--- src/rtl/core/rclce_pkg.sv ---
// rclce_pkg: shared types, codes and fixed-point helpers of the RC link chain
// delay evaluator. No dependencies; every other file of the block imports it.
`timescale 1ns / 1ps

package rclce_pkg;

	localparam int DATA_W        = 32;
	localparam int MAX_LINKS_DEF = 16;
	localparam int FRAC_BITS_DEF = 16;

	typedef logic signed [DATA_W-1:0] q_t;

	// item operation codes
	typedef enum logic [1:0] {
		OP_FIRST  = 2'd0,
		OP_MIDDLE = 2'd1,
		OP_FINAL  = 2'd2,
		OP_EVAL   = 2'd3
	} op_t;

	// configuration register indexes
	typedef enum logic [2:0] {
		REG_CONF_BASE = 3'd0,
		REG_CONF_GAIN = 3'd1,
		REG_RES       = 3'd2,
		REG_SLEW_GAIN = 3'd3,
		REG_FIXED     = 3'd4,
		REG_MID_COUNT = 3'd5,
		REG_FINAL     = 3'd6
	} reg_idx_t;

	// shared unit modes: Q multiply with floor shift, or product over divisor
	typedef enum logic {
		MD_MUL = 1'b0,
		MD_DIV = 1'b1
	} md_mode_t;

	// one link record
	typedef struct packed {
		q_t   acti;
		q_t   bcti;
		q_t   cap;
		q_t   k3;
		q_t   k4;
		q_t   k5;
		logic flag;
	} link_row_t;

	// one evaluate result
	typedef struct packed {
		q_t   delay;
		q_t   slew;
		logic conf;
		logic fault;
	} eval_res_t;

	function automatic q_t sat32(input logic signed [63:0] v);
		q_t r;
		if (v > 64'sd2147483647)
			r = 32'sh7fff_ffff;
		else if (v < -64'sd2147483648)
			r = 32'sh8000_0000;
		else
			r = v[31:0];
		return r;
	endfunction

	function automatic q_t qadd(input q_t a, input q_t b);
		logic signed [63:0] s;
		s = 64'(a) + 64'(b);
		return sat32(s);
	endfunction

endpackage

--- src/rtl/core/rclce_store.sv ---
// rclce_store: link record storage. First and final records in registers,
// middle records in a one-write, one-read memory with registered read.
// Depends on rclce_pkg.
`timescale 1ns / 1ps

module rclce_store #(
	parameter int MAX_LINKS = rclce_pkg::MAX_LINKS_DEF,
	localparam int IDX_W    = (MAX_LINKS > 1) ? $clog2(MAX_LINKS) : 1
) (
	input  logic                 clk,
	input  logic                 wr_en,
	input  rclce_pkg::op_t       op,
	input  logic [3:0]           slot,
	input  rclce_pkg::link_row_t wr_row,
	input  logic [IDX_W-1:0]     rd_addr,
	output rclce_pkg::link_row_t rd_row,
	output rclce_pkg::link_row_t first_row,
	output rclce_pkg::link_row_t final_row
);
	import rclce_pkg::*;

	link_row_t mem [MAX_LINKS];
	link_row_t rd_q;
	link_row_t first_q;
	link_row_t final_q;

	// record writes; slots past the array are dropped
	always_ff @(posedge clk) begin
		if (wr_en) begin
			unique case (op)
				OP_FIRST:  first_q <= wr_row;
				OP_MIDDLE: begin
					if (32'(slot) < MAX_LINKS)
						mem[IDX_W'(slot)] <= wr_row;
				end
				OP_FINAL:  final_q <= wr_row;
				OP_EVAL:   ;
				default:   ;
			endcase
		end
	end

	// registered read port
	always_ff @(posedge clk) begin
		rd_q <= mem[rd_addr];
	end

	assign rd_row    = rd_q;
	assign first_row = first_q;
	assign final_row = final_q;

endmodule

--- config.mk ---
export PLATFORM = sky130hd
export DESIGN_NAME = rclce_store
export DESIGN_NICKNAME = d
export VERILOG_FILES = /design/src/rtl/core/rclce_pkg.sv /design/src/rtl/core/rclce_store.sv
export SDC_FILE = /design/constraint.sdc
export NUM_CORES = 2
export LEC_CHECK = 0
export BUFFER_PORTS_ARGS = -buffer_cell sky130_fd_sc_hd__buf_2
export CORE_ASPECT_RATIO = 0.75
export CORE_MARGIN = 4
export CORE_UTILIZATION = 40
export DETAILED_ROUTE_END_ITERATION = 16
export PLACE_DENSITY_LB_ADDON = 0.08
export RECOVER_POWER = 25
export SYNTH_ARGS = -nofsm -noshare
export SYNTH_HDL_FRONTEND = slang
export SYNTH_SLANG_ARGS = --single-unit
--- constraint.sdc ---
create_clock -name clk -period 29.9 [get_ports clk]
set_input_delay 2.99 -clock clk [delete_from_list [all_inputs] [get_ports clk]]
set_output_delay 2.99 -clock clk [all_outputs]
set_load 0.005 [all_outputs]
; Yosys cells after proc, flatten, opt, wreduce, memory -nomap -nowiden
; Memories as Yosys holds them, arrays and structs flattened. A register that Yosys moved wholly into a read port is not among the register bits.
; Cells that the tools add are included.
[word_totals]
memories = 1
word_cells = 23
reg_bits = 386
ram_bits = 3088
out_inout_bits = 579
[mem_list]
columns = memory, depth, word_bits, read_ports, rd_clocked_by_memory_dff, write_ports, line_no
row1 = mem, 16, 193, 1, 1, 1, rclce_store.sv:22  ; link_row_t mem [MAX_LINKS];
[op_classes]
n_eq_ne = 2
mux = 3
reduce_logical = 3
[op_table]
columns = operator, count
row1 = $reduce_and A2 Y1, 2
row2 = $mux W1, 3
row3 = $eq A2 B1 Y1 const B, 1
row4 = $eq A2 B2 Y1 const B, 1
row5 = $logic_not A2 Y1, 1

; Depth between registers and ports, before layout
[depth]
word_depth = 4
ltp_mapped = 8
mapped_depth_nobuf = 3

; Least setup slack after synthesis
; OpenSTA, ideal clock, no wires.
[synth_timing]
path_type = in2reg
start = input port wr_en
end = memory mem[0][0] in the netlist's numbering (enable)
path_slack_ns = 12.469
arrival_time_ns = 16.445
path_buffers = 0
setup_time_ns = 0.985
path_stages = 3
path_cell_list = nor2b_1 -> nand4bb_1 -> nor3_1
[synth_between]
elab_chain_cells = 2
[synth_lines]
columns = element, line_no
row1 = from (decl), rclce_store.sv:11  ; input logic wr_en,
row2 = $mux W1, rclce_store.sv:29  ; if (wr_en) begin
row3 = $mux W1 (not written as such), rclce_store.sv:34  ; mem[IDX_W'(slot)] <= wr_row;
row4 = to (decl), rclce_store.sv:22
; No other way between the ends.

==> impl_metrics.json <==
{
  "layout.cells.non_filler": 11130,
  "cts_sinks": 3667,
  "synthTopCellsByCount": "3474 x edfxtp_1, 703 x mux4_2, 303 x a22oi_1",
  "cap_violations": 0,
  "gr-total-overflow": 0,
  "die_y_um": 505.0,
  "area_growth_pct": 16.10,
  "port-buffer-count": 783,
  "grt_pass1_wl_um": 480300,
  "num_rows": 182,
  "synth_edf_count": 3474,
  "root_buffer": "clkbuf_16",
  "ctsHoldBuffers": 0,
  "finClkSkew_ns": 0.02689,
  "power.density_nw_per_um2": 70.63,
  "period_share_pct": 21.93,
  "vias": 61110,
  "antenna_found_initial": 30,
  "ant_nets": 0,
  "setup_tns_ns": 0,
  "start_util_pct": 40.17,
  "num_io_pins": 784,
  "core_sq_um": 327900,
  "synthesis.nets": 5678,
  "cts_setup_buffers": 0,
  "grt_usage_pct": 19.66,
  "total_power_mw": 10.80,
  "grt_pass1_vias": 64360,
  "end_kind": "register",
  "crit_path_cell_trace": "buf_12 -> buf_4 -> buf_4 -> buf_4 -> buf_4 -> mux4_2 -> a22oi_1 -> nand2_1",
  "cts_buffer_depth": 4,
  "start_kind": "input pin",
  "grt_max_degree": 122,
  "ir_drop_mv": 0.04710,
  "finalNetCount": 6696,
  "fin_util_pct": 46.64,
  "drc": 0,
  "synth_flop_cell": "edfxtp_1",
  "yosys.area.top_type_share_pct": 79.19,
  "rsz0062_at_grt": "false",
  "slew-limit-headroom_pct": 24.83,
  "max_clock_freq_mhz": 152.5,
  "worst-endpoint-required_ns": 30.62,
  "synth.cell_area_sq_um": 131700,
  "yosysSeqAreaShare_pct": 82.13,
  "place_inst": 10440,
  "yosys_warnings": 0,
  "setup_viol": 0,
  "synth-seq-cells": 3667,
  "worst-path-buf-inv": 5,
  "drv_slew": 0,
  "drive_gt1_share_pct": 32.45,
  "synth_area_leader_cell": "edfxtp_1",
  "firstDrtPassIters": 5,
  "path_max_fanout": 73,
  "wirelength_um": 339400,
  "crit_top_cell": "buf_4",
  "min_period_ns": 6.556,
  "drt_iter0_markers": 5994,
  "layout_setup_ws_ns": 23.34,
  "slowest_delay_ns": 0.76,
  "syn_inst": 5473,
  "worst_pin_slew_ns": 1.128,
  "avgSynthCellArea_sq_um": 24.07,
  "hold_viol_final": 0,
  "clk_pin_slew_ns": 0.06,
  "cts_tree": "yes",
  "synth_cell_types": 27,
  "synth_area_leaders": "edfxtp_1 79%, mux4_2 12%, dfxtp_1 2.9%, a22oi_1 1.7%, mux2_2 1.1%",
  "crit_type": "in -> reg",
  "p_leak_nw": 49.28,
  "dp_slack_ns": 22.24,
  "dieArea_sq_um": 338700,
  "dp_hpwl_um": 170800,
  "crit_slowest_cell": "buf_4",
  "gp_congestion": 0.7055,
  "cts_buffers": 371,
  "hp-class": "reg -> reg",
  "vias_per_cell": 5.489,
  "cp.arrival_ns": 7.28,
  "wl_per_cell_um": 30.48,
  "htree_levels": 5,
  "status": "finished clean",
  "clock_latency_ns": 0.88,
  "cts_resized": 0,
  "path_delay_family": "buffers and inverters",
  "synth.most_common_cell": "edfxtp_1",
  "die_w_um": 670.6,
  "synthArstFlopShare_pct": 0
}
-- per-stage QoR --
stage,hold WS [ns],cell area [sq um]
floorplan,0.6349,131700
global placement,0.6481,141000
detailed placement,0.6564,141000
CTS,0.6532,153100
global route,0.6815,152900
finish,0.6531,152900
-- path summary, 6_finish.rpt --
| kind | from | to | slack [ns] | cells past startpoint |
|---|---|---|---|---|
| min | mem[14][94] | rd_row[94] | 0.65 | 3 |
| max | rd_addr[0] | rd_row[119] | 23.34 | 8 |
| max reg2reg | mem[5][77] | rd_row[77] | 28.43 | 3 |
| min reg2reg | mem[14][94] | rd_row[94] | 0.65 | 3 |
-- routing by layer --
metal	up-vias	track usage [%]	share of wire [%]
met5	-	0	0.0044
met4	2	4.521	2.1
met3	458	2.743	5.1
met2	1837	31.55	48
met1	33480	28.68	45
li1	25340	-	-
-- cell type report --
class	instances	area (sq um)
Sequential cell	3667	108200
Multi-Input combinational cell	1531	22220
Clock buffer	508	10350
Tap cell	4324	5410
Antenna cell	8	20.02
Fill cell	27170	175000
Timing Repair Buffer	920	5026
Clock inverter	176	1728
-- placed cells by master (no fill, tap or decap), types with 34 or more instances in the layout --
cell type	n
clkinv_1	43
nor2b_1	46
clkinv_2	74
edfxtp_1	3474
clkbuf_1	213
dfxtp_1	193
o221ai_1	45
a22oi_1	303
clkbuf_8	34
mux2i_1	52
buf_2	659
mux2_2	124
buf_4	122
mux4_2	703
clkbuf_16	381
nand2_1	126
-- state kept, by name, indices dropped and copies added (netlist names) --
signal,count
mem,3088
final_row,193
first_row,193
rd_row,193
-- tightest hold or removal path: stages, from the launching register on --
cell      delay, ns
edfxtp_1       0.31
mux4_2         0.22
a22oi_1        0.06
nand2_1        0.05
-- kinds of logic after synthesis --
group | after synthesis | synth area share (%)
AOI/OAI and AO/OA | 417 | 2.396
buffers and inverters | 275 | 1.150
DFF | 3667 | 82.13
muxes | 879 | 13.47
and+or+nand+nor | 235 | 0.8539
-- where the power goes --
part / switching, mW / total, mW / internal, mW / leakage, nW
combinational: 0.279 / 0.450 / 0.171 / 10.4
clock: 1.93 / 4.61 / 2.69 / 5.93
sequential: 0.0355 / 5.74 / 5.70 / 33.0
total: 2.24 / 10.8 / 8.56 / 49.3
Note: power is estimated with default switching activity, not from simulation.
