File: src/rtl/core/rclce_pkg.sv
// rclce_pkg: shared types, codes and fixed-point helpers of the RC link chain
// delay evaluator. No dependencies; every other file of the block imports it.
`timescale 1ns / 1ps

package rclce_pkg;

	localparam int DATA_W        = 32;
	localparam int MAX_LINKS_DEF = 16;
	localparam int FRAC_BITS_DEF = 16;

	typedef logic signed [DATA_W-1:0] q_t;

	// item operation codes
	typedef enum logic [1:0] {
		OP_FIRST  = 2'd0,
		OP_MIDDLE = 2'd1,
		OP_FINAL  = 2'd2,
		OP_EVAL   = 2'd3
	} op_t;

	// configuration register indexes
	typedef enum logic [2:0] {
		REG_CONF_BASE = 3'd0,
		REG_CONF_GAIN = 3'd1,
		REG_RES       = 3'd2,
		REG_SLEW_GAIN = 3'd3,
		REG_FIXED     = 3'd4,
		REG_MID_COUNT = 3'd5,
		REG_FINAL     = 3'd6
	} reg_idx_t;

	// shared unit modes: Q multiply with floor shift, or product over divisor
	typedef enum logic {
		MD_MUL = 1'b0,
		MD_DIV = 1'b1
	} md_mode_t;

	// one link record
	typedef struct packed {
		q_t   acti;
		q_t   bcti;
		q_t   cap;
		q_t   k3;
		q_t   k4;
		q_t   k5;
		logic flag;
	} link_row_t;

	// one evaluate result
	typedef struct packed {
		q_t   delay;
		q_t   slew;
		logic conf;
		logic fault;
	} eval_res_t;

	function automatic q_t sat32(input logic signed [63:0] v);
		q_t r;
		if (v > 64'sd2147483647)
			r = 32'sh7fff_ffff;
		else if (v < -64'sd2147483648)
			r = 32'sh8000_0000;
		else
			r = v[31:0];
		return r;
	endfunction

	function automatic q_t qadd(input q_t a, input q_t b);
		logic signed [63:0] s;
		s = 64'(a) + 64'(b);
		return sat32(s);
	endfunction

endpackage

File: src/rtl/core/rclce_mdu.sv
// rclce_mdu: shared multiply / divide unit. One signed 32x32 product, then
// either a floor shift by the fraction bits or a restoring divide, saturated.
// Depends on rclce_pkg.
`timescale 1ns / 1ps

module rclce_mdu #(
	parameter int FRAC_BITS = rclce_pkg::FRAC_BITS_DEF
) (
	input  logic                clk,
	input  logic                arst_n,
	input  logic                go,
	input  rclce_pkg::md_mode_t mode,
	input  rclce_pkg::q_t       a,
	input  rclce_pkg::q_t       b,
	input  logic signed [63:0]  divisor,
	output logic                done,
	output rclce_pkg::q_t       res
);
	import rclce_pkg::*;

	typedef enum logic [1:0] {U_IDLE, U_PROD, U_DIV, U_FIN} ustate_t;

	ustate_t            st_q;
	md_mode_t           mode_q;
	logic signed [63:0] prod_q;
	logic [63:0]        dvs_q;
	logic [63:0]        acc_q;
	logic [63:0]        rem_q;
	logic [5:0]         cnt_q;
	logic               neg_q;
	logic               done_q;
	q_t                 res_q;

	logic [64:0]        rem_sh;
	logic [65:0]        diff;
	logic signed [63:0] quot;

	// one restoring step per cycle
	always_comb begin
		rem_sh = {rem_q, acc_q[63]};
		diff   = {1'b0, rem_sh} - {2'b00, dvs_q};
		quot   = neg_q ? -$signed(acc_q) : $signed(acc_q);
	end

	always_ff @(posedge clk or negedge arst_n) begin
		if (!arst_n) begin
			st_q   <= U_IDLE;
			mode_q <= MD_MUL;
			prod_q <= '0;
			dvs_q  <= '0;
			acc_q  <= '0;
			rem_q  <= '0;
			cnt_q  <= '0;
			neg_q  <= 1'b0;
			done_q <= 1'b0;
			res_q  <= '0;
		end else begin
			done_q <= 1'b0;
			unique case (st_q)
				U_IDLE: begin
					if (go) begin
						prod_q <= a * b;
						mode_q <= mode;
						dvs_q  <= divisor;
						st_q   <= U_PROD;
					end
				end
				U_PROD: begin
					if (mode_q == MD_MUL) begin
						res_q  <= sat32(prod_q >>> FRAC_BITS);
						done_q <= 1'b1;
						st_q   <= U_IDLE;
					end else begin
						acc_q <= prod_q[63] ? 64'(-prod_q) : 64'(prod_q);
						dvs_q <= dvs_q[63] ? (~dvs_q + 64'd1) : dvs_q;
						neg_q <= prod_q[63] ^ dvs_q[63];
						rem_q <= '0;
						cnt_q <= '0;
						st_q  <= U_DIV;
					end
				end
				U_DIV: begin
					if (!diff[65]) begin
						rem_q <= diff[63:0];
						acc_q <= {acc_q[62:0], 1'b1};
					end else begin
						rem_q <= rem_sh[63:0];
						acc_q <= {acc_q[62:0], 1'b0};
					end
					cnt_q <= cnt_q + 6'd1;
					if (cnt_q == 6'd63)
						st_q <= U_FIN;
				end
				U_FIN: begin
					res_q  <= sat32(quot);
					done_q <= 1'b1;
					st_q   <= U_IDLE;
				end
				default: st_q <= U_IDLE;
			endcase
		end
	end

	assign done = done_q;
	assign res  = res_q;

endmodule

File: config.mk
export PLATFORM = sky130hd
export DESIGN_NAME = rclce_mdu
export DESIGN_NICKNAME = d
export VERILOG_FILES = /design/src/rtl/core/rclce_pkg.sv /design/src/rtl/core/rclce_mdu.sv
export SDC_FILE = /design/constraint.sdc
export NUM_CORES = 2
export LEC_CHECK = 0
export ABC_AREA = 1
export BUFFER_PORTS_ARGS = -buffer_cell sky130_fd_sc_hd__buf_2
export CELL_PAD_IN_SITES_DETAIL_PLACEMENT = 0
export CELL_PAD_IN_SITES_GLOBAL_PLACEMENT = 2
export CORE_ASPECT_RATIO = 0.9
export CORE_UTILIZATION = 35
export DETAILED_ROUTE_END_ITERATION = 8
export GPL_TIMING_DRIVEN = 0
export PLACE_DENSITY_LB_ADDON = 0.1
export REMOVE_ABC_BUFFERS = 1
export SYNTH_ARGS = -nofsm -noshare
export SYNTH_HDL_FRONTEND = slang
export SYNTH_SLANG_ARGS = --single-unit
File: constraint.sdc
create_clock -name clk -period 3 [get_ports clk]
set_input_delay 0.15 -clock clk [delete_from_list [all_inputs] [get_ports clk]]
set_output_delay 0.15 -clock clk [all_outputs]
set_load 0.02 [all_outputs]
* After elaboration in Yosys (flattened, before gate mapping) *
Cells that the tools add are included.

word-level totals
  output and inout port bits = 33
  register bits after elaboration = 299
  input bits = 132
  word-level logic and storage cells = 69

operators by class
  mux-type cells = 26
  reduce and logical (&&, ||, !) cells = 11
  equality and inequality tests = 9
  bitwise logic cells = 2
  order comparisons = 4
  add/subtract/negate cells = 5
  multipliers = 1

operators with widths
  operator                 count
  $mux W64                 8
  $pmux W64 S2             3
  $mux W32                 5
  $neg A64 Y64             2
  $sub A65 B64 Y66         1
  $add A64 B1 Y64 const B  1
  $gt A64 B32 Y1 const B   1
  $lt A64 B32 Y1 const B   1
  $mul A32 B32 Y64         1
  $not A64 Y64             1
  $pmux W32 S2             1
  $gt A48 B32 Y1 const B   1
  $lt A48 B32 Y1 const B   1
  $pmux W6 S2              1
  $ne A2 B2 Y1 const B     5
  $reduce_and A2 Y1        5
  $pmux W2 S4              1
  $add A6 B1 Y6 const B    1
  $eq A6 B6 Y1 const B     1
  $mux W2                  3
  $mux W6                  1
  $reduce_bool A2 Y1       3
  $eq A2 B2 Y1 const B     2
  $reduce_and A4 Y1        1
  other kinds (6)          7

* Logic depth before layout (Yosys ltp) *
  depth after elaboration = 6
  gate-level depth with buffers = 32
  mapped depth without buffers = 31

* Worst setup path after synthesis *
Ideal clock, no wire load.

  path type = input port to flip-flop
  from = input a[31]
  to = register prod_q[59]
  data required time = 2.870 ns
  arrival time = 6.970 ns
  path slack = -4.100 ns
  stages on the path = 27
  library setup time = 0.130 ns
  path buffers = 1
  cells stage by stage = clkbuf_1 nand2_1 inv_1 fa_1 inv_1 fa_1 inv_1 fa_1 fa_1 inv_1 fa_1 inv_1 fa_1 fa_1 inv_1 fa_1 inv_1 ha_1 a21oi_1 inv_1 a31oi_1 o21ai_0 a21oi_1 o211ai_1 or2_2 nand3_1 o21ai_0

between the ends
  word-level cells in the longest chain between the ends = 1

RTL lines
  what                  line             source
  start, declared       rclce_mdu.sv:13  input rclce_pkg::q_t a,
  $mul A32 B32 Y64      rclce_mdu.sv:62  prod_q <= a * b;
  end signal, assigned  rclce_mdu.sv:62
  end, declared         rclce_mdu.sv:25  logic signed [63:0] prod_q;

Every way passes these cells.
A chain may end at the register's enable or synchronous reset.

* Worst setup path in the final report *
  from = input a[31]
  to = register prod_q[60]

The elaborated chain is that of the path after synthesis.

==> flow_metrics.tcl <==
set metrics [dict create \
    dieArea_um2 175000 \
    cts_tree "built" \
    ant_nets 0 \
    dr.pass1.iters 6 \
    grt_start_max_net_pins 103 \
    synth-simple-area-share_pct 20.5 \
    max_freq_mhz 155 \
    synth_area_leaders "fa_1 (36%), nand2_1 (12%), dfrtp_1 (12%), inv_1 (12%), ha_1 (5.2%)" \
    finalSetupViolCount 119 \
    setup_ws_ps -3430 \
    cts_sinks 299 \
    fin_crit_ps 6430 \
    drive_above_1_share_pct 19.7 \
    yosysSeqAreaShare_pct 12.3 \
    maxCapViolCount 0 \
    critPathMaxFanout 7 \
    drt_iter0_drc 3854 \
    grt_pass1_vias 55700 \
    synth_top_family_by_area "adder cells" \
    synth_area_per_cell_um2 7.42 \
    synth_top_area_share_pct 35.7 \
    synth_cell_type_count 60 \
    vias 54500 \
    synth_adder_area_share_pct 40.9 \
    die_w_um 441 \
    worst_slew_pin_slew_ps 1420 \
    place_congestion 0.895 \
    drc 0 \
    status "complete, but fails checks" \
    synth-main-ff-cell "dfrtp_1" \
    whs_ps 38.6 \
    dp.cells 10300 \
    synth_top_cell_by_area "fa_1" \
    fin_nets 9993 \
    routed_via_density 5.03 \
    design.core.area_um2 172000 \
    hold_viol_final 0 \
    failed_checks "setup timing" \
    num_rows 144 \
    final_cell_area_um2 76200 \
    slew_violations 0 \
    area_growth_syn_to_layout_pct 25.7 \
    synth-edff-count 0 \
    start_util_pct 35.3 \
    cp-end-kind "register" \
    cp.arrival_ps 6920 \
    synth.cell_area_um2 60700 \
    grtUsageTotal_pct 27.5 \
    clk_pin_slew_ps 60 \
    syn_inst 8175 \
    final_cells 10800 \
    critical_path_required_ps 3490 \
    post-dp-hpwl_mm 170 \
    relSlewSlack_pct 5.00 \
    cts_max_path_buffers 3 \
    worst-setup-path-type "in -> reg" \
    die_h_um 397 \
    synthMuxAreaShare_pct 0.0165 \
    ctsHtreeMaxLevel 2 \
    grt_pass1_wl_mm 362 \
    dpl_cell_area_um2 63600 \
    synth_warnings 0 \
    numCtsBuffers 41 \
    fin_worst_skew_ps 53.2 \
    num_io_pins 165 \
    drt_wl_total_mm 246 \
    crit_path_start_kind "primary input" \
    rsz0062_at_grt "yes" \
    async_flop_share_pct 100 \
    grt_overflow_total 0 \
    synth-compound-area-share_pct 9.57 \
    wl_per_cell_um 22.7 \
    clock_latency_ps 610 \
    synthXorXnorAreaFrac_pct 2.30 \
    min_path_type "in -> reg" \
    synth-seq-cells 299 \
    port_buffers 164 \
    finalCritPeriodShare_pct 214 \
    antenna_found_initial 2 \
    ctsRootBufferMaster "clkbuf_16" \
]
==> flip-flops by register name, summed over array words and instances, names as in the netlist, named ones only <==
signal,cells
acc_q,64
cnt_q,6
done,1
dvs_q,64
mode_q,1
neg_q,1
prod_q,64
rem_q,64
res,32
st_q,1
==> worst max-delay path: stages <==
cell,delay (ps)
buf_16,130
nand2_4,60
inv_2,30
fa_1,520
fa_1,570
fa_2,500
buf_4,190
buf_6,110
fa_2,590
clkinvlp_4,180
buf_4,180
fa_1,470
inv_1,50
fa_1,530
inv_1,50
fa_1,470
inv_1,60
fa_1,560
ha_4,230
a21oi_2,140
inv_2,70
a31oi_4,190
o21ai_2,100
nand3_1,90
o211ai_1,110
a41oi_2,240
xor2_2,200
o21ai_1,90
==> synthesized netlist by cell type (3+ instances only) <==
cell type,count
a21boi_0,13
a21o_1,24
a21oi_1,354
a221oi_1,3
a22oi_1,63
a31oi_1,45
a32oi_1,3
and3_1,6
buf_1,16
buf_2,5
buf_6,10
clkbuf_1,288
clkinv_1,4
dfrtp_1,299
fa_1,1083
ha_1,252
inv_1,1956
inv_2,10
nand2_1,2017
nand2_2,10
nand3_1,267
nand3b_1,7
nand4_1,45
nor2_1,563
nor2_2,14
nor2_4,7
nor3_1,52
nor3_2,4
nor4_1,36
o211ai_1,83
o21a_1,11
o21ai_0,356
o21ai_1,18
o21bai_1,6
o221ai_1,16
o22ai_1,3
or2_2,38
xnor2_1,65
xor2_1,94
==> stage by stage <==
stage,util [%],setup slack (ps),setup TNS [ps]
2_1_floorplan,-,-5060,-856770
3_3_place_gp,36.7,-13770,-3704040
3_5_place_dp,37.0,-5800,-485440
4_1_cts,41.6,-3470,-378870
5_1_grt,44.4,-3660,-274320
6_report,44.4,-3430,-251020
==> cell families after synthesis <==
family	after synthesis
compound gates	1018
xor+xnor	159
mux	1
buf+inv	2289
flops	299
fa+ha+maj	1335
simple gates	3074
==> placed cells by master (no fill, tap or decap), types with 22 or more instances in the layout <==
master	count
a21o_1	24
a21oi_1	262
a21oi_2	64
a21oi_4	30
a22oi_1	63
a31oi_1	22
buf_12	40
buf_16	80
buf_2	99
buf_4	255
buf_6	39
clkbuf_16	51
dfrtp_1	249
dfrtp_2	49
dlygate4sd3_1	68
fa_1	1005
fa_2	78
ha_1	139
ha_4	96
inv_1	1828
inv_2	128
nand2_1	1876
nand2_2	101
nand2_4	48
nand3_1	210
nand3_2	42
nand4_1	45
nor2_1	392
nor2_2	97
nor2_4	96
nor3_1	42
nor4_1	26
o211ai_1	83
o21ai_0	269
o21ai_1	56
o21ai_2	41
or2_2	26
xnor2_1	57
xor2_1	86
==> path summary, 6_finish.rpt <==
check | to | from | slack (ps) | cells after the start
hold / removal | prod_q[0]$_DFFE_PN0P_ | a[0] | 40 | 3
setup reg to reg | dvs_q[9]$_DFFE_PN0P_ | st_q[0]$_DFFE_PN0P_ | -1680 | 11
setup / recovery | prod_q[60]$_DFFE_PN0P_ | a[31] | -3430 | 28
min in group asynchronous | res[2]$_DFFE_PN0P_ | arst_n | 200 | 2
hold reg to reg | res[14]$_DFFE_PN0P_ | res[14]$_DFFE_PN0P_ | 470 | 2
max in group asynchronous | dvs_q[14]$_DFFE_PN0P_ | arst_n | 1590 | 3
==> layer usage <==
layer  share of wire [%]  vias to the layer above  wire length (µm)  global-route usage [%]
li1                    -                    25200                 -                       -
met1                  48                    27700            119000                    41.9
met2                  45                     1383            111000                    43.0
met3                 5.0                      173             12300                    2.12
met4                 1.8                        0              4520                    4.08
met5                   0                        -                 0                       0
==> what timing repair did <==
action,CTS,global route
pin swaps,276,298
gates resized for setup,894,820
buffers inserted,137,177
gates cloned,38,21
endpoints found under the setup margin,282,285
hold buffers,68,0
hold endpoints to repair,164,0
==> layout make-up <==
| cell class | instances | area (µm²) |
|---|---|---|
| diodes | 3 | 7.51 |
| clock buffers | 60 | 1230 |
| clock inverters | 16 | 196 |
| fillers | 17500 | 95500 |
| inverters | 1970 | 7450 |
| multi-input cells | 5596 | 49600 |
| flip-flops and latches | 299 | 7550 |
| well taps | 2263 | 2830 |
| repair buffers | 614 | 7360 |
| repair inverters | 4 | 25.0 |
Power is not shown: default switching activity piles up to over one toggle a cycle in this logic, so the estimate is an artifact.
