--- src/rtl/core/rclce_pkg.sv ---
// rclce_pkg: shared types, codes and fixed-point helpers of the RC link chain
// delay evaluator. No dependencies; every other file of the block imports it.
`timescale 1ns / 1ps

package rclce_pkg;

	localparam int DATA_W        = 32;
	localparam int MAX_LINKS_DEF = 16;
	localparam int FRAC_BITS_DEF = 16;

	typedef logic signed [DATA_W-1:0] q_t;

	// item operation codes
	typedef enum logic [1:0] {
		OP_FIRST  = 2'd0,
		OP_MIDDLE = 2'd1,
		OP_FINAL  = 2'd2,
		OP_EVAL   = 2'd3
	} op_t;

	// configuration register indexes
	typedef enum logic [2:0] {
		REG_CONF_BASE = 3'd0,
		REG_CONF_GAIN = 3'd1,
		REG_RES       = 3'd2,
		REG_SLEW_GAIN = 3'd3,
		REG_FIXED     = 3'd4,
		REG_MID_COUNT = 3'd5,
		REG_FINAL     = 3'd6
	} reg_idx_t;

	// shared unit modes: Q multiply with floor shift, or product over divisor
	typedef enum logic {
		MD_MUL = 1'b0,
		MD_DIV = 1'b1
	} md_mode_t;

	// one link record
	typedef struct packed {
		q_t   acti;
		q_t   bcti;
		q_t   cap;
		q_t   k3;
		q_t   k4;
		q_t   k5;
		logic flag;
	} link_row_t;

	// one evaluate result
	typedef struct packed {
		q_t   delay;
		q_t   slew;
		logic conf;
		logic fault;
	} eval_res_t;

	function automatic q_t sat32(input logic signed [63:0] v);
		q_t r;
		if (v > 64'sd2147483647)
			r = 32'sh7fff_ffff;
		else if (v < -64'sd2147483648)
			r = 32'sh8000_0000;
		else
			r = v[31:0];
		return r;
	endfunction

	function automatic q_t qadd(input q_t a, input q_t b);
		logic signed [63:0] s;
		s = 64'(a) + 64'(b);
		return sat32(s);
	endfunction

endpackage

--- src/rtl/core/rclce_seq.sv ---
// rclce_seq: evaluate sequencer. Walks the chain fold, the driver RC term and
// the prefix slope terms, issuing every product and quotient to rclce_mdu.
// Depends on rclce_pkg.
`timescale 1ns / 1ps

module rclce_seq #(
	parameter int MAX_LINKS = rclce_pkg::MAX_LINKS_DEF,
	parameter int FRAC_BITS = rclce_pkg::FRAC_BITS_DEF,
	localparam int IDX_W    = (MAX_LINKS > 1) ? $clog2(MAX_LINKS) : 1
) (
	input  logic                 clk,
	input  logic                 arst_n,
	input  logic                 go,
	input  rclce_pkg::q_t        load,
	input  rclce_pkg::q_t        slew,
	input  rclce_pkg::q_t        conf_base,
	input  rclce_pkg::q_t        conf_gain,
	input  rclce_pkg::q_t        res_tot,
	input  rclce_pkg::q_t        slew_gain,
	input  rclce_pkg::q_t        fixed_dly,
	input  logic [4:0]           mid_count,
	input  logic                 final_on,
	input  rclce_pkg::link_row_t first_row,
	input  rclce_pkg::link_row_t final_row,
	input  rclce_pkg::link_row_t rd_row,
	output logic [IDX_W-1:0]     rd_addr,
	output logic                 busy,
	output logic                 res_valid,
	output rclce_pkg::eval_res_t res,
	output logic                 md_go,
	output rclce_pkg::md_mode_t  md_mode,
	output rclce_pkg::q_t        md_a,
	output rclce_pkg::q_t        md_b,
	output logic signed [63:0]   md_div,
	input  logic                 md_done,
	input  rclce_pkg::q_t        md_res
);
	import rclce_pkg::*;

	localparam int I_W = $clog2(MAX_LINKS + 2);
	localparam logic signed [41:0] ONE_K  = 42'sd1 <<< FRAC_BITS;
	localparam logic signed [63:0] RC_DIV = 64'sd1000 <<< FRAC_BITS;

	typedef enum logic [4:0] {
		S_IDLE, S_C0, S_CONF, S_FOLD_CHK, S_RD_A, S_RD_B, S_FOLD_NUM, S_FOLD_DEN,
		S_FOLD_END, S_TP_RC, S_TP_SG, S_SL_CHK, S_PF_CHK, S_PF_NUM, S_PF_DIV,
		S_SL_DIV, S_SL_X, S_SL_D, S_SL_V, S_SL_F, S_FS, S_DONE
	} state_t;

	state_t             st_q, nxt_q;
	logic               pend_q;
	logic               md_go_q;
	md_mode_t           md_mode_q;
	q_t                 md_a_q, md_b_q;
	logic signed [63:0] md_div_q;
	logic [IDX_W-1:0]   addr_q;
	logic [I_W-1:0]     i_q, n_q, cnt_q;
	logic               last_q;
	q_t                 load_q, slew_q;
	q_t                 capa_q, num_q, den_q, front_q, val_q, tp_q, rc_q, x_q;
	logic               conf_q, fault_q;
	link_row_t          lnk_q;
	eval_res_t          res_q;
	logic               res_valid_q;

	logic signed [41:0] den_k;
	logic               den_small;
	q_t                 num_w;

	// fold denominator test against 0.001, and numerator from the unit result
	always_comb begin
		den_k     = 42'(den_q) * 42'sd1000;
		den_small = den_k < ONE_K;
		num_w     = qadd(lnk_q.acti, md_res);
	end

	always_ff @(posedge clk or negedge arst_n) begin
		if (!arst_n) begin
			st_q        <= S_IDLE;
			nxt_q       <= S_IDLE;
			pend_q      <= 1'b0;
			md_go_q     <= 1'b0;
			md_mode_q   <= MD_MUL;
			md_a_q      <= '0;
			md_b_q      <= '0;
			md_div_q    <= '0;
			addr_q      <= '0;
			i_q         <= '0;
			n_q         <= '0;
			cnt_q       <= '0;
			last_q      <= 1'b0;
			load_q      <= '0;
			slew_q      <= '0;
			capa_q      <= '0;
			num_q       <= '0;
			den_q       <= '0;
			front_q     <= '0;
			val_q       <= '0;
			tp_q        <= '0;
			rc_q        <= '0;
			x_q         <= '0;
			conf_q      <= 1'b0;
			fault_q     <= 1'b0;
			lnk_q       <= '0;
			res_q       <= '0;
			res_valid_q <= 1'b0;
		end else begin
			md_go_q     <= 1'b0;
			res_valid_q <= 1'b0;
			unique case (st_q)
				S_IDLE: begin
					if (go) begin
						load_q  <= load;
						slew_q  <= slew;
						conf_q  <= 1'b0;
						fault_q <= 1'b0;
						pend_q  <= 1'b0;
						cnt_q   <= (32'(mid_count) > MAX_LINKS) ? I_W'(MAX_LINKS)
						                                       : I_W'(mid_count);
						st_q    <= S_C0;
					end
				end
				// chain fold starts from the first link
				S_C0: begin
					capa_q <= qadd(first_row.cap, load_q);
					i_q    <= '0;
					if (first_row.flag) begin
						conf_q <= 1'b1;
						st_q   <= S_CONF;
					end else begin
						st_q <= S_FOLD_CHK;
					end
				end
				S_CONF: begin
					if (!pend_q) begin
						md_go_q <= 1'b1; md_mode_q <= MD_MUL;
						md_a_q <= conf_gain; md_b_q <= slew_q; md_div_q <= '0;
						pend_q <= 1'b1;
					end else if (md_done) begin
						pend_q <= 1'b0;
						capa_q <= qadd(capa_q, qadd(conf_base, md_res));
						st_q   <= S_FOLD_CHK;
					end
				end
				S_FOLD_CHK: begin
					if (i_q < cnt_q) begin
						addr_q <= IDX_W'(i_q);
						nxt_q  <= S_FOLD_NUM;
						st_q   <= S_RD_A;
					end else if (i_q == cnt_q && final_on) begin
						lnk_q <= final_row;
						st_q  <= S_FOLD_NUM;
					end else begin
						st_q <= S_TP_RC;
					end
				end
				// memory read: address settles, then data arrives
				S_RD_A: st_q <= S_RD_B;
				S_RD_B: begin
					lnk_q <= rd_row;
					st_q  <= nxt_q;
				end
				S_FOLD_NUM: begin
					if (!pend_q) begin
						md_go_q <= 1'b1; md_mode_q <= MD_MUL;
						md_a_q <= lnk_q.bcti; md_b_q <= load_q; md_div_q <= '0;
						pend_q <= 1'b1;
					end else if (md_done) begin
						pend_q <= 1'b0;
						num_q  <= num_w;
						den_q  <= qadd(num_w, capa_q);
						st_q   <= S_FOLD_DEN;
					end
				end
				S_FOLD_DEN: begin
					if (!pend_q) begin
						if (den_small) begin
							capa_q <= '0;
							st_q   <= S_FOLD_END;
						end else begin
							md_go_q <= 1'b1; md_mode_q <= MD_DIV;
							md_a_q <= num_q; md_b_q <= capa_q; md_div_q <= 64'(den_q);
							pend_q <= 1'b1;
						end
					end else if (md_done) begin
						pend_q <= 1'b0;
						capa_q <= qadd(lnk_q.cap, md_res);
						st_q   <= S_FOLD_END;
					end
				end
				S_FOLD_END: begin
					i_q <= i_q + I_W'(1);
					if (lnk_q.flag && !conf_q) begin
						conf_q <= 1'b1;
						st_q   <= S_CONF;
					end else begin
						st_q <= S_FOLD_CHK;
					end
				end
				// driver RC term and slew part of the delay
				S_TP_RC: begin
					if (!pend_q) begin
						md_go_q <= 1'b1; md_mode_q <= MD_DIV;
						md_a_q <= res_tot; md_b_q <= capa_q; md_div_q <= RC_DIV;
						pend_q <= 1'b1;
					end else if (md_done) begin
						pend_q <= 1'b0;
						rc_q   <= md_res;
						st_q   <= S_TP_SG;
					end
				end
				S_TP_SG: begin
					if (!pend_q) begin
						md_go_q <= 1'b1; md_mode_q <= MD_MUL;
						md_a_q <= slew_gain; md_b_q <= slew_q; md_div_q <= '0;
						pend_q <= 1'b1;
					end else if (md_done) begin
						pend_q  <= 1'b0;
						tp_q    <= qadd(rc_q, md_res);
						front_q <= qadd(slew_q, rc_q);
						val_q   <= '0;
						i_q     <= cnt_q;
						last_q  <= 1'b0;
						st_q    <= S_SL_CHK;
					end
				end
				// prefixes, longest first
				S_SL_CHK: begin
					if (i_q != '0) begin
						capa_q <= qadd(first_row.cap, load_q);
						n_q    <= '0;
						st_q   <= S_PF_CHK;
					end else begin
						st_q <= S_FS;
					end
				end
				S_PF_CHK: begin
					if (n_q < i_q) begin
						addr_q <= IDX_W'(n_q);
						nxt_q  <= S_PF_NUM;
					end else begin
						addr_q <= IDX_W'(i_q - I_W'(1));
						nxt_q  <= S_SL_DIV;
					end
					st_q <= S_RD_A;
				end
				S_PF_NUM: begin
					if (!pend_q) begin
						md_go_q <= 1'b1; md_mode_q <= MD_MUL;
						md_a_q <= lnk_q.bcti; md_b_q <= load_q; md_div_q <= '0;
						pend_q <= 1'b1;
					end else if (md_done) begin
						pend_q <= 1'b0;
						num_q  <= num_w;
						den_q  <= qadd(num_w, capa_q);
						st_q   <= S_PF_DIV;
					end
				end
				S_PF_DIV: begin
					if (!pend_q) begin
						if (den_q == '0) begin
							fault_q <= 1'b1;
							capa_q  <= lnk_q.cap;
							n_q     <= n_q + I_W'(1);
							st_q    <= S_PF_CHK;
						end else begin
							md_go_q <= 1'b1; md_mode_q <= MD_DIV;
							md_a_q <= num_q; md_b_q <= capa_q; md_div_q <= 64'(den_q);
							pend_q <= 1'b1;
						end
					end else if (md_done) begin
						pend_q <= 1'b0;
						capa_q <= qadd(lnk_q.cap, md_res);
						n_q    <= n_q + I_W'(1);
						st_q   <= S_PF_CHK;
					end
				end
				// slope term of the link in lnk_q
				S_SL_DIV: begin
					if (!pend_q) begin
						md_go_q <= 1'b1; md_mode_q <= MD_DIV;
						md_a_q <= capa_q; md_b_q <= 32'sd1; md_div_q <= 64'sd1000;
						pend_q <= 1'b1;
					end else if (md_done) begin
						pend_q <= 1'b0;
						capa_q <= md_res;
						st_q   <= S_SL_X;
					end
				end
				S_SL_X: begin
					if (!pend_q) begin
						md_go_q <= 1'b1; md_mode_q <= MD_MUL;
						md_a_q <= lnk_q.k3; md_b_q <= capa_q; md_div_q <= '0;
						pend_q <= 1'b1;
					end else if (md_done) begin
						pend_q <= 1'b0;
						x_q    <= md_res;
						st_q   <= S_SL_D;
					end
				end
				S_SL_D: begin
					if (!pend_q) begin
						md_go_q <= 1'b1; md_mode_q <= MD_MUL;
						md_a_q <= lnk_q.k4; md_b_q <= front_q; md_div_q <= '0;
						pend_q <= 1'b1;
					end else if (md_done) begin
						pend_q <= 1'b0;
						den_q  <= qadd(x_q, md_res);
						st_q   <= S_SL_V;
					end
				end
				S_SL_V: begin
					if (!pend_q) begin
						if (den_q == '0) begin
							fault_q <= 1'b1;
							st_q    <= S_SL_F;
						end else begin
							md_go_q <= 1'b1; md_mode_q <= MD_DIV;
							md_a_q <= x_q; md_b_q <= qadd(x_q, front_q);
							md_div_q <= 64'(den_q);
							pend_q <= 1'b1;
						end
					end else if (md_done) begin
						pend_q <= 1'b0;
						val_q  <= qadd(val_q, md_res);
						st_q   <= S_SL_F;
					end
				end
				S_SL_F: begin
					if (!pend_q) begin
						md_go_q <= 1'b1; md_mode_q <= MD_MUL;
						md_a_q <= lnk_q.k5; md_b_q <= capa_q; md_div_q <= '0;
						pend_q <= 1'b1;
					end else if (md_done) begin
						pend_q  <= 1'b0;
						front_q <= qadd(front_q, md_res);
						if (last_q) begin
							st_q <= S_DONE;
						end else begin
							i_q  <= i_q - I_W'(1);
							st_q <= S_SL_CHK;
						end
					end
				end
				// first link term only with all gains positive
				S_FS: begin
					if (first_row.k3 > 0 && first_row.k4 > 0 && first_row.k5 > 0) begin
						lnk_q  <= first_row;
						capa_q <= qadd(first_row.cap, load_q);
						last_q <= 1'b1;
						st_q   <= S_SL_DIV;
					end else begin
						st_q <= S_DONE;
					end
				end
				S_DONE: begin
					res_q.delay <= qadd(qadd(tp_q, val_q), fixed_dly);
					res_q.slew  <= front_q;
					res_q.conf  <= conf_q;
					res_q.fault <= fault_q;
					res_valid_q <= 1'b1;
					st_q        <= S_IDLE;
				end
				default: st_q <= S_IDLE;
			endcase
		end
	end

	assign rd_addr   = addr_q;
	assign busy      = (st_q != S_IDLE);
	assign res_valid = res_valid_q;
	assign res       = res_q;
	assign md_go     = md_go_q;
	assign md_mode   = md_mode_q;
	assign md_a      = md_a_q;
	assign md_b      = md_b_q;
	assign md_div    = md_div_q;

endmodule

--- config.mk ---
export PLATFORM = sky130hd
export DESIGN_NAME = rclce_seq
export DESIGN_NICKNAME = d
export VERILOG_FILES = /design/src/rtl/core/rclce_pkg.sv /design/src/rtl/core/rclce_seq.sv
export SDC_FILE = /design/constraint.sdc
export NUM_CORES = 2
export LEC_CHECK = 0
export ABC_AREA = 1
export BUFFER_PORTS_ARGS = -buffer_cell sky130_fd_sc_hd__buf_4
export CORE_MARGIN = 3
export CORE_UTILIZATION = 35
export CTS_CLUSTER_DIAMETER = 40
export DETAILED_ROUTE_END_ITERATION = 6
export MAX_ROUTING_LAYER = met4
export PLACE_DENSITY = 0.66
export SKIP_CTS_REPAIR_TIMING = 1
export SLEW_MARGIN = 20
export SYNTH_ARGS = -nofsm -noshare
export SYNTH_HDL_FRONTEND = slang
export SYNTH_SLANG_ARGS = --single-unit
--- constraint.sdc ---
create_clock -name clk -period 5 [get_ports clk]
set_input_delay 0.25 -clock clk [delete_from_list [all_inputs] [get_ports clk]]
set_output_delay 0.25 -clock clk [all_outputs]
set_load 0.01 [all_outputs]
## Word-level counts from Yosys, hierarchy flattened

Index checks and enable logic that the tools add are counted.

| word-level totals | value |
|---|---|
| word-level logic and storage cells | 405 |
| input port bits | 845 |
| register bits after elaboration | 743 |
| output and inout bits | 202 |

| operators by class | value |
|---|---|
| add/subtract/negate cells | 17 |
| $mul | 1 |
| reduce and logical (&&, ||, !) cells | 54 |
| equal/unequal tests | 80 |
| multiplexer cells | 181 |
| order comparisons | 35 |

Operator list:

| operator | number |
|---|---|
| $mux W32 | 79 |
| $mux W193 | 3 |
| $pmux W193 S3 | 1 |
| $add A32 B32 Y33 | 14 |
| $gt A33 B32 Y1 const B | 14 |
| $lt A33 B32 Y1 const B | 14 |
| $mux W64 | 7 |
| $pmux W32 S11 | 1 |
| $pmux W64 S5 | 1 |
| $pmux W32 S8 | 1 |
| $pmux W32 S7 | 1 |
| $mux W5 | 42 |
| $pmux W32 S2 | 3 |
| $pmux W5 S21 | 1 |
| $ne A2 B2 Y1 const B | 49 |
| $gt A32 B1 Y1 const B | 3 |
| $lt A42 B18 Y1 const B | 1 |
| $eq A5 B4 Y1 const B | 8 |
| $mul A32 B8 Y39 const B | 1 |
| $logic_not A32 Y1 | 1 |
| $eq A5 B5 Y1 const B | 6 |
| $mux W1 | 26 |
| $reduce_and A25 Y1 | 1 |
| $eq A5 B3 Y1 const B | 4 |
| 41 further kinds | 86 |

## Depth between registers and ports, before layout

| depth | value |
|---|---|
| word-level depth | 14 |
| gate-level depth with buffers | 40 |

## Worst setup path after synthesis

Ideal clock, no wire load.

| path | value |
|---|---|
| path kind | reg2reg |
| from | register val_q[0] |
| to | register res_q (netlist bit res[44]) |
| path slack | 95 ps |
| required time | 4880 ps |
| clock period less this slack | 4905 ps |
| stages on the path, launching flop included | 36 |
| setup time | 120 ps |
| data arrival time | 4784 ps |
| cells stage by stage | dfrtp_1 > ha_1 > fa_1 > nand3_1 > nand2_1 > a21oi_1 > o21ai_2 > nand3_1 > nand3_1 > nand2_1 > o211ai_1 > a21oi_2 > xor2_1 > nand2_2 > buf_6 > nand2_1 > nand2_1 > ha_1 > fa_1 > nand3_1 > nand2_1 > nand2_1 > nand3b_2 > nand3_1 > nand2_2 > nand3_1 > nand2_1 > a21o_1 > nand2_1 > nand3_1 > nand2_1 > nor2_2 > nor2_1 > buf_4 > buf_6 > a21oi_2 |

| between the ends | value |
|---|---|
| word-level cells in the longest chain between the ends | 9 |

RTL lines:

| element | RTL line | source |
|---|---|---|
| start, declared | rclce_seq.sv:60 | `q_t capa_q, num_q, den_q, front_q, val_q, tp_q, rc_q, x_q;` |
| start signal, assigned | rclce_seq.sv:325 | `val_q <= qadd(val_q, md_res);` |
| $add A32 B32 Y33 (*) | rclce_pkg.sv:70 | `s = 64'(a) + 64'(b);` |
| $lt A33 B32 Y1 | rclce_pkg.sv:61 | `else if (v < -64'sd2147483648)` |
| $mux W32 | rclce_pkg.sv:61 |  |
| $mux W32 (*) | rclce_pkg.sv:59 | `if (v > 64'sd2147483647)` |
| $mux W32 (*) | rclce_seq.sv:110 | `unique case (st_q)` |
| $add A32 B32 Y33 (*) | rclce_pkg.sv:70 |  |
| $lt A33 B32 Y1 | rclce_pkg.sv:61 |  |
| $mux W32 | rclce_pkg.sv:61 |  |
| $mux W32 (*) | rclce_pkg.sv:59 |  |
| end, declared | rclce_seq.sv:63 | `eval_res_t res_q;` |

Every way passes the cells marked *; elsewhere a longest branch is shown, timed or not. The select of a mux whose other input is x is not followed.
A chain may end at the register's enable or synchronous reset.

## Worst setup path in the final report

| path | value |
|---|---|
| from | register tp_q[0] |
| to | register res_q (netlist bit res[47]) |

| between the ends | value |
|---|---|
| word-level cells in the longest chain between the ends | 9 |

RTL lines:

| element | RTL line | source |
|---|---|---|
| start, declared | rclce_seq.sv:60 |  |
| start signal, assigned | rclce_seq.sv:219 | `tp_q <= qadd(rc_q, md_res);` |
| $add A32 B32 Y33 (*) | rclce_pkg.sv:70 |  |
| $lt A33 B32 Y1 | rclce_pkg.sv:61 |  |
| $mux W32 | rclce_pkg.sv:61 |  |
| $mux W32 (*) | rclce_pkg.sv:59 |  |
| $mux W32 (*) | rclce_seq.sv:110 |  |
| $add A32 B32 Y33 (*) | rclce_pkg.sv:70 |  |
| $lt A33 B32 Y1 | rclce_pkg.sv:61 |  |
| $mux W32 | rclce_pkg.sv:61 |  |
| $mux W32 (*) | rclce_pkg.sv:59 |  |

Marks and branches as above.

==> impl_metrics.csv <==
group,metric,value,unit
status,status,"finished with violations",
status,violations,"hold timing, setup timing",
sta,finalSetupTns,-23850,ps
finish,multi_input_area,47300,µm²
synth,synthCells,10300,
placement,portBuffers,1046,
critical_path,path_class,"flop to flop",
sta,skew,64.4,ps
grt,grtUsageTotal,0.414,
critical_path,critPathCaptureType,"flop",
sta,worst_slack,-264,ps
synth,ys_types,61,
synth,synth.top_cells.by_area,"dfrtp_1 26%, nand2_1 18%, ha_1 11%, a21oi_1 6.2%, inv_1 5.0%",
cts,cts_root_buffer,"clkbuf_16",
cts,clk_latency,840,ps
synth,synth-seq-cells,709,
critical_path,crit_arrival,6000,ps
synth,synth_edf_count,0,
routing,vias,86400,
critical_path,critPathMaxFanout,6,
critical_path,crit_family,"simple AND/OR/NAND/NOR gates",
sta,period_share,1.05,
synth,syn-num-nets,11800,
floorplanning,num_rows,162,
synth,synth_commonest_cells,"3,370 x nand2_1, 921 x inv_1, 849 x a21oi_1",
floorplanning,die_w,449,µm
floorplanning,die_h,449,µm
floorplanning,io_pins,1047,
cts,clock_sinks,709,
synth,yosysMostFrequentCell,"nand2_1",
sta,slew_headroom,0.163,
critical_path,start_kind,"flop",
finish,nFillCells,19600,
routing,drc,0,
cts,path_clk_slew,60,ps
floorplanning,coreArea,195000,µm²
synth,yosys.area.top_type,"dfrtp_1",
critical_path,path_common_cell,"nand2_2",
finish,drive_gt1_frac,0.216,
synth,yosys_warnings,0,
routing,ant_nets,0,
sta,tightest_slew,1250,ps
routing,detail_route.wl_per_cell,28.0,µm
critical_path,slowest_stage,"dfrtp_2",
routing,drt-total-wl,432000,µm
placement,globalplace.congestion,1.18,
synth,synth.cell_area,68700,µm²
synth,synth-main-ff-cell,"dfrtp_1",
routing,drt-initial-drc-count,12400,
run,drv_cap,0,
finish,regArea,17800,µm²
critical_path,required,5730,ps
sta,hold_violations,4,
synth,avgSynthCellArea,6.70,µm²
cts,htree_levels,4,
finish,syn2layout_area_growth,43.8,%
sta,whs,-10.3,ps
grt,grt_overflow_total,0,
sta,fmax,0.190,GHz
grt,antenna_found_initial,109,
critical_path,cp_num_buf_inv,4,
sta,layout_min_cycle_time,5260,ps
floorplanning,initial_core_util,0.353,
routing,vias_per_cell,5.60,
synth,synthArstFlopShare,1.00,
sta,drv_slew,0,
sta,rsz0062_at_grt,"yes",
finish,final_core_util,0.507,
grt,grt_first_pass_wirelength,579000,µm
placement,hpwl,358000,µm
floorplanning,die-area,202000,µm²
min_path,worstHoldPathType,"input pin to flop",
routing,firstDrtPassIters,7,
cts,clk_path_buf_depth,3,
synth,ys_seq_area_frac,0.258,
synth,yosysTopAreaCellShare,0.258,
grt,grt_max_degree,138,
critical_path,cp_slowest_stage_delay,460,ps
cts,cts_made_buffers,153,
sta,setup_viol,161,
finish,nets,14100,
cts,tritoncts,"yes",
grt,grt_pass1_vias,76600,
[worst reg2reg max path: cells and delay by family (launching register included)]
family / cells / cell delay (ps)
compound gates: 6 / 890
xor+xnor: 1 / 200
simple gates: 22 / 1880
fa+ha+maj: 4 / 1100
flops: 1 / 460
buf+inv: 4 / 660
[layer usage]
layer | share of wire | track usage | vias to the layer above
li1 | - | - | 38800
met1 | 0.40 | 0.539 | 40800
met2 | 0.39 | 0.543 | 5589
met3 | 0.14 | 0.152 | 1197
met4 | 0.073 | 0.239 | 0
met5 | 0 | - | -
[area by class of cell]
class                      count  area share
tap                         2624      0.0332
timing repair buffer        2544       0.213
antenna                       95     0.00240
clock buffer                 184      0.0420
inverter                     934      0.0355
multi-input combinational   8226       0.479
sequential                   709       0.180
clock inverter               101      0.0152
[cell families after synthesis]
group | after synthesis | share of synthesized area
AND/OR/NAND/NOR | 5113 | 0.301
buffers and inverters | 1333 | 0.0787
AO/OA/AOI/OAI | 2000 | 0.166
flip-flops | 709 | 0.258
adder cells (fa/ha/maj) | 719 | 0.146
XOR/XNOR | 393 | 0.0501
[registers in the layout, summed over array words and instances (netlist names), 32 cells and up]
name     cells
tp_q        32
lnk_q      193
md_div      32
x_q         32
front_q     32
num_q       32
capa_q      32
load_q      32
res         66
rc_q        32
den_q       32
md_b        32
val_q       32
slew_q      32
md_a        32
[cell usage in the layout (no fill, tap or decap), drive strengths merged, types with 3 or more instances in the layout]
cell type	count
nor3	97
o22ai	87
o221ai	12
dlygate4sd3	458
xnor2	127
nand3b	14
nor2	828
o2111ai	41
a21oi	865
nand2	3379
o21a	30
and2	3
a21boi	19
ha	583
or2	9
nand2b	3
clkbuf	194
clkinv	35
a31oi	24
a221o	4
fa	136
o21ai	629
a21o	72
a31o	4
o31ai	5
dfrtp	709
clkinvlp	20
buf	2076
o211ai	31
nand4	122
nor4	57
diode	95
nand3	597
inv	955
a211oi	35
bufinv	25
a221oi	85
o21bai	52
xor2	266
[through the flow]
stage,instances,hold WS (ps),area [µm²],setup slack [ps]
after floorplan,10300,-45.6,68700,95.4
after global placement,14500,320,86100,-448
after detailed placement,14500,314,86100,-431
after CTS,14800,-525,91800,-442
after global routing,15400,-2.83,98800,-446
final,15400,-10.3,98900,-264
[path summary, 6_finish.rpt]
| check | slack [ps] | cells past startpoint | start | end |
|---|---|---|---|---|
| max | -260 | 37 | tp_q[0] | res[47] |
| min | -10 | 5 | first_row[25] | lnk_q[25] |
| max reg2reg | -260 | 37 | tp_q[0] | res[47] |
| min reg2reg | 460 | 2 | nxt_q[2] | nxt_q[2] |
| max in group asynchronous | 3520 | 3 | arst_n | load_q[6] |
| min in group asynchronous | 80 | 2 | arst_n | md_div[14] |
Power is not shown: default switching activity piles up to over one toggle a cycle in this logic, so the estimate is an artifact.
